===== src/rtl/lph_pkg.sv =====
// shared types and codes for the linear probe hash table
`default_nettype none

package lph_pkg;

  localparam int KEY_W     = 64;
  localparam int VAL_W     = 64;
  localparam int DEF_SLOTS = 64;

  typedef enum logic [1:0] {
    FUNC_PUT    = 2'd0,
    FUNC_GET    = 2'd1,
    FUNC_REMOVE = 2'd2,
    FUNC_CLEAR  = 2'd3
  } func_t;

  // result status codes
  localparam logic [1:0] STAT_DONE      = 2'd0;
  localparam logic [1:0] STAT_NOT_FOUND = 2'd1;
  localparam logic [1:0] STAT_FULL      = 2'd2;

  // slot state codes; the unused code reads as a tombstone
  localparam logic [1:0] SLOT_EMPTY   = 2'd0;
  localparam logic [1:0] SLOT_USED    = 2'd1;
  localparam logic [1:0] SLOT_DELETED = 2'd2;

  typedef struct packed {
    logic sweep_step;
    logic load;
    logic eval;
    logic commit;
  } lph_cmd_t;

  typedef struct packed {
    logic sweep_last;
    logic stop;
  } lph_sts_t;

endpackage

`default_nettype wire


===== src/rtl/lph_ctrl.sv =====
// sequencing state machine for sweep, probe and commit
`default_nettype none

module lph_ctrl import lph_pkg::*; (
  input  wire logic       clk,
  input  wire logic       rst_n,
  input  wire logic       in_valid,
  input  wire logic [1:0] in_func,
  output logic            in_ready,
  input  wire logic       out_ready,
  output logic            out_valid,
  output lph_cmd_t        cmd,
  input  wire lph_sts_t   sts
);

  typedef enum logic [5:0] {
    ST_INIT   = 6'b000001,
    ST_IDLE   = 6'b000010,
    ST_CLEAR  = 6'b000100,
    ST_READ   = 6'b001000,
    ST_EVAL   = 6'b010000,
    ST_COMMIT = 6'b100000
  } state_t;

  state_t state_r, state_nxt;
  logic   out_valid_r, out_valid_nxt;
  logic   out_free;

  assign out_free  = !out_valid_r || out_ready;
  assign out_valid = out_valid_r;
  assign in_ready  = (state_r == ST_IDLE);

  always_comb begin
    state_nxt     = state_r;
    cmd           = '0;
    out_valid_nxt = out_valid_r && !out_ready;
    unique case (state_r)
      ST_INIT: begin
        cmd.sweep_step = 1'b1;
        if (sts.sweep_last) state_nxt = ST_IDLE;
      end
      ST_IDLE: begin
        if (in_valid) begin
          cmd.load  = 1'b1;
          state_nxt = (in_func == FUNC_CLEAR) ? ST_CLEAR : ST_READ;
        end
      end
      ST_CLEAR: begin
        cmd.sweep_step = 1'b1;
        if (sts.sweep_last) state_nxt = ST_COMMIT;
      end
      ST_READ: begin
        state_nxt = ST_EVAL;
      end
      ST_EVAL: begin
        cmd.eval  = 1'b1;
        state_nxt = sts.stop ? ST_COMMIT : ST_READ;
      end
      ST_COMMIT: begin
        if (out_free) begin
          cmd.commit    = 1'b1;
          out_valid_nxt = 1'b1;
          state_nxt     = ST_IDLE;
        end
      end
      default: begin
        state_nxt = ST_INIT;
      end
    endcase
  end

  always_ff @(posedge clk) begin
    if (!rst_n) begin
      state_r     <= ST_INIT;
      out_valid_r <= 1'b0;
    end else begin
      state_r     <= state_nxt;
      out_valid_r <= out_valid_nxt;
    end
  end

endmodule

`default_nettype wire


===== config.mk =====
export PLATFORM = sky130hd
export DESIGN_NAME = lph_ctrl
export DESIGN_NICKNAME = d
export VERILOG_FILES = /design/src/rtl/lph_pkg.sv /design/src/rtl/lph_ctrl.sv
export SDC_FILE = /design/constraint.sdc
export NUM_CORES = 1
export LEC_CHECK = 0
export ABC_AREA = 1
export BUFFER_PORTS_ARGS = -buffer_cell sky130_fd_sc_hd__buf_4
export CAP_MARGIN = 0
export CORE_AREA = 2 2 39 41
export CTS_CLUSTER_SIZE = 28
export DETAILED_ROUTE_END_ITERATION = 10
export DIE_AREA = 0 0 41 43
export REMOVE_ABC_BUFFERS = 1
export SYNTH_ARGS = -nofsm -noshare
export SYNTH_HDL_FRONTEND = slang
export SYNTH_SLANG_ARGS = --single-unit

===== constraint.sdc =====
create_clock -name clk -period 1 [get_ports clk]
set_input_delay 0.1 -clock clk [delete_from_list [all_inputs] [get_ports clk]]
set_output_delay 0.1 -clock clk [all_outputs]
set_load 0.02 [all_outputs]

### Word-level counts from Yosys, hierarchy flattened

Index checks and enable logic that the tools add are counted.

* equal/unequal tests: 11
* mux-type cells: 15
* reductions and logical operators: 6

Operators by type and width (count)
* $pmux 6 s6: 1
* $mux 6: 5
* $mux 1: 8
* $ne 2x2->1 const B: 4
* $eq 6x1->1 const B: 1
* $eq 6x2->1 const B: 1
* $eq 6x3->1 const B: 1
* $eq 6x4->1 const B: 1
* $eq 6x5->1 const B: 1
* $eq 6x6->1 const B: 1
* $mux 4: 1
* $reduce_and 4->1: 1
* $eq 2x2->1 const B: 1
* $logic_not 1->1: 2
* $reduce_or 2->1: 1
* $logic_and 1x1->1: 1
* $logic_or 1x1->1: 1

* register bits after elaboration: 7
* input port bits: 8

### Depth between registers and ports, before layout

* depth in word-level cells: 4
* depth in mapped cells: 8
* mapped depth without buffers: 8

### Least setup slack after synthesis

OpenSTA, ideal clock, no wires.

* kind: flip-flop to flip-flop
* from: register state_r[0]
* to: register state_r[0]
* library setup time: 0.114 ns
* arrival: 1.016 ns
* required time: 0.886 ns
* path slack: -0.130 ns
* cell stages (with the launch flop): 9
* period minus slack after synthesis: 1.130 ns
* cells stage by stage: dfxtp_1 nor2_2 nand2_1 inv_1 nand2_1 inv_1 nor2_1 nand4_1 nand2_1

* longest elaborated chain between the ends: 3

RTL lines
* from (decl): line lph_ctrl.sv:25 `state_t state_r, state_nxt;`
* from (signal assigned): line lph_ctrl.sv:77 `state_r <= state_nxt;`
* $eq 6x6->1, or another cell as far along: line lph_ctrl.sv:37 `unique case (state_r)`
* $ne 2x2->1 (no source line)
* $reduce_and 4->1 (no source line)

Parallel ways exist; a longest one is shown, timed or not.
A chain may end at the register's enable or synchronous reset.

==> results.json <==
{
  "die_area_um2": 1763,
  "antenna_found_initial": 0,
  "endpoint_kind": "output port",
  "clkLatencyLatePin_ns": 0.26,
  "ctsRootBufferMaster": "clkbuf_4",
  "drv_cap": 0,
  "clock.fmax_ghz": 0.7701,
  "crit_type": "flip-flop to output port",
  "cts_hold_buf": 0,
  "via_count": 539,
  "cp.required_ns": 0.90,
  "hold_path_end": "state_r[0]",
  "syn-instance-count": 69,
  "grt_max_degree": 8,
  "h-tree-depth": 1,
  "clock_sinks": 7,
  "netlist_area_um2": 445.4,
  "fin_hold_ws_ns": 0.1158,
  "violations": "negative setup slack",
  "vias_per_cell": 4.728,
  "cp-start-kind": "flip-flop",
  "path_max_fanout": 5,
  "ys_top_cells_by_count": "14 x inv_1, 12 x nor2_1, 7 x dfxtp_1, 7 x nand2_1, 7 x nand3_1",
  "die_w_um": 41,
  "area_growth_pct": 77.25,
  "firstDrtPassIters": 4,
  "reg2reg_depth": 8,
  "core.rowCount": 14,
  "drc": 0,
  "fin_ws_ns": -0.2984,
  "p_leak_nw": 0.3643,
  "tightest_slew_ns": 0.2292,
  "routedWlPerCell_um": 12.04,
  "yosysUniqueCellTypes": 14,
  "synth_edf_count": 0,
  "antenna_cells": 0,
  "core_um2": 1384,
  "power_density_nw_per_um2": 1459,
  "synth.area.top_cells": "dfxtp_1 31%, inv_1 12%, nor2_1 10%",
  "post-synth-top-area-fraction": 0.3146,
  "irDropWorstVdd_uv": 970.4,
  "io_pins": 14,
  "dr.first_iter.drc_count": 7,
  "finalHoldViolations": 0,
  "grt_pass1_wl_um": 2097,
  "min_path_cells": 4,
  "min_period_ns": 1.298,
  "n_fill_cell": 134,
  "dp_hpwl_um": 800.6,
  "post-place-ws_ns": -0.1728,
  "ys_ff_latch": 7,
  "fin_crit_sh": 1.298,
  "yosysTopAreaCell": "dfxtp_1",
  "async_flop_share": 0,
  "drive_above_1_share": 0.6224,
  "portBuffers": 13,
  "setup_viol_count_final": 11,
  "postSynthAreaPerCell_um2": 6.455,
  "tritoncts": "yes",
  "clk_path_buf_depth": 2,
  "r2r_slack_ns": -0.27,
  "arrival_ns": 1.20,
  "r2r-start": "state_r[1]",
  "yosysMostFrequentCell": "inv_1",
  "grt_pass1_vias": 501,
  "status": "finished with violations",
  "cts_made_buffers": 3,
  "ant_nets": 0,
  "hold_path_class": "input port to flip-flop",
  "routabilityCongestion": 0.8030,
  "yosys_warnings": 0,
  "wl_um": 1373,
  "start_util": 0.3219,
  "worstHoldStart": "sts[1]",
  "rsz0062_at_grt": "true",
  "slew_viol_final": 0,
  "rr_endpoint": "state_r[3]",
  "final_nets": 107,
  "finClkSkew_ns": 0.001328,
  "ys_seq_area_frac": 0.3146,
  "relSlewSlack": 0.8470,
  "synth_flop_cell": "dfxtp_1",
  "die-height_um": 43,
  "grt_overflow": 0,
  "clkTransAtPathRegs_ns": 0.06,
  "grtUsageTotal": 0.1821
}
registers in the layout, indices dropped and copies added, names as in the netlist:
register   cells
out_valid      1
state_r        6
cells by family (layout without fill, tap and decap cells):
logic type / after synthesis / count (layout) / share of synthesized area
flops: 7 / 7 / 0.3146
buf+inv: 15 / 44 / 0.1264
simple gates: 41 / 41 / 0.4831
compound gates: 6 / 6 / 0.07584
worst max-delay path, stage by stage (launching register included):
cell	delay, ns
dfxtp_2	0.34
nor2_4	0.20
nand2_2	0.08
inv_2	0.07
nand2_2	0.05
inv_2	0.07
buf_6	0.11
metal layers:
layer | routed length, um | track usage | vias to the layer above
li1 | - | - | 272
met1 | 501 | 0.1974 | 243
met2 | 747 | 0.2938 | 17
met3 | 62 | 0.03665 | 7
met4 | 62 | 0.1267 | 0
met5 | 0 | 0 | -
per-stage QoR:
stage	TNS (ns)	power, mW	std cells	instance area [um^2]	utilization
6_report	-2.758	1.152	114	789.5	0.5705
5_1_grt	-3.251	1.208	114	789.5	0.5705
4_1_cts	-2.310	1.080	113	742.0	0.5362
3_5_place_dp	-0.9727	0.6779	102	593.1	0.4286
3_3_place_gp	-1.088	0.6772	102	593.1	0.4286
2_1_floorplan	-0.7264	0.5538	69	445.4	-
area by class of cell:
type	instances	area, um^2	area share
multi-input combinational	47	332.8	0.4216
timing repair buffer	25	206.4	0.2615
sequential	7	147.6	0.1870
inverter	15	56.30	0.07132
clock buffer	4	26.28	0.03328
tap	16	20.02	0.02536
worst max-delay path by stage:
| stage | start | slack [ns] | cells past startpoint | to |
|---|---|---|---|---|
| 4_1_cts | state_r[3] | -0.29 | 6 | cmd[1] |
| 3_5_place_dp | state_r[0] | -0.17 | 6 | state_r[5] |
| 5_1_grt | state_r[1] | -0.34 | 6 | cmd[1] |
| 3_3_place_gp | state_r[0] | -0.18 | 6 | state_r[1] |
| 2_1_floorplan | state_r[0] | -0.13 | 8 | state_r[0] |
| 6_report | state_r[1] | -0.30 | 6 | cmd[1] |
where the power goes:
part           total (mW)  switching [mW]  internal [mW]  leakage, nW
sequential          0.345          0.0347          0.311       0.0590
clock               0.278           0.125          0.154       0.0150
combinational       0.528           0.275          0.253        0.290
total                1.15           0.434          0.718        0.364
repair_timing:
| action | in CTS | in global routing |
|---|---|---|
| gates resized for setup | 22 | 10 |
| buffers inserted | 7 | 1 |
| pin swaps | 9 | 4 |
| endpoints found under the setup margin | 11 | 12 |
layout by cell type (no fill, tap or decap):
cell,synthesis,layout
buf_6,0,5
nor2_4,1,7
dfxtp_2,0,6
inv_2,1,3
buf_4,0,20
nand2_1,7,5
dfxtp_1,7,1
nor2_2,5,3
clkbuf_4,0,3
nand3_1,7,3
nor3_1,1,1
nor2_1,12,8
nand3_2,3,5
clkbuf_1,0,1
a21oi_1,5,4
o21ai_2,1,1
nand4_1,2,2
nand3_4,0,2
nand2_2,3,5
inv_1,14,12
a21oi_2,0,1
Power figures use the tool's default switching activity.
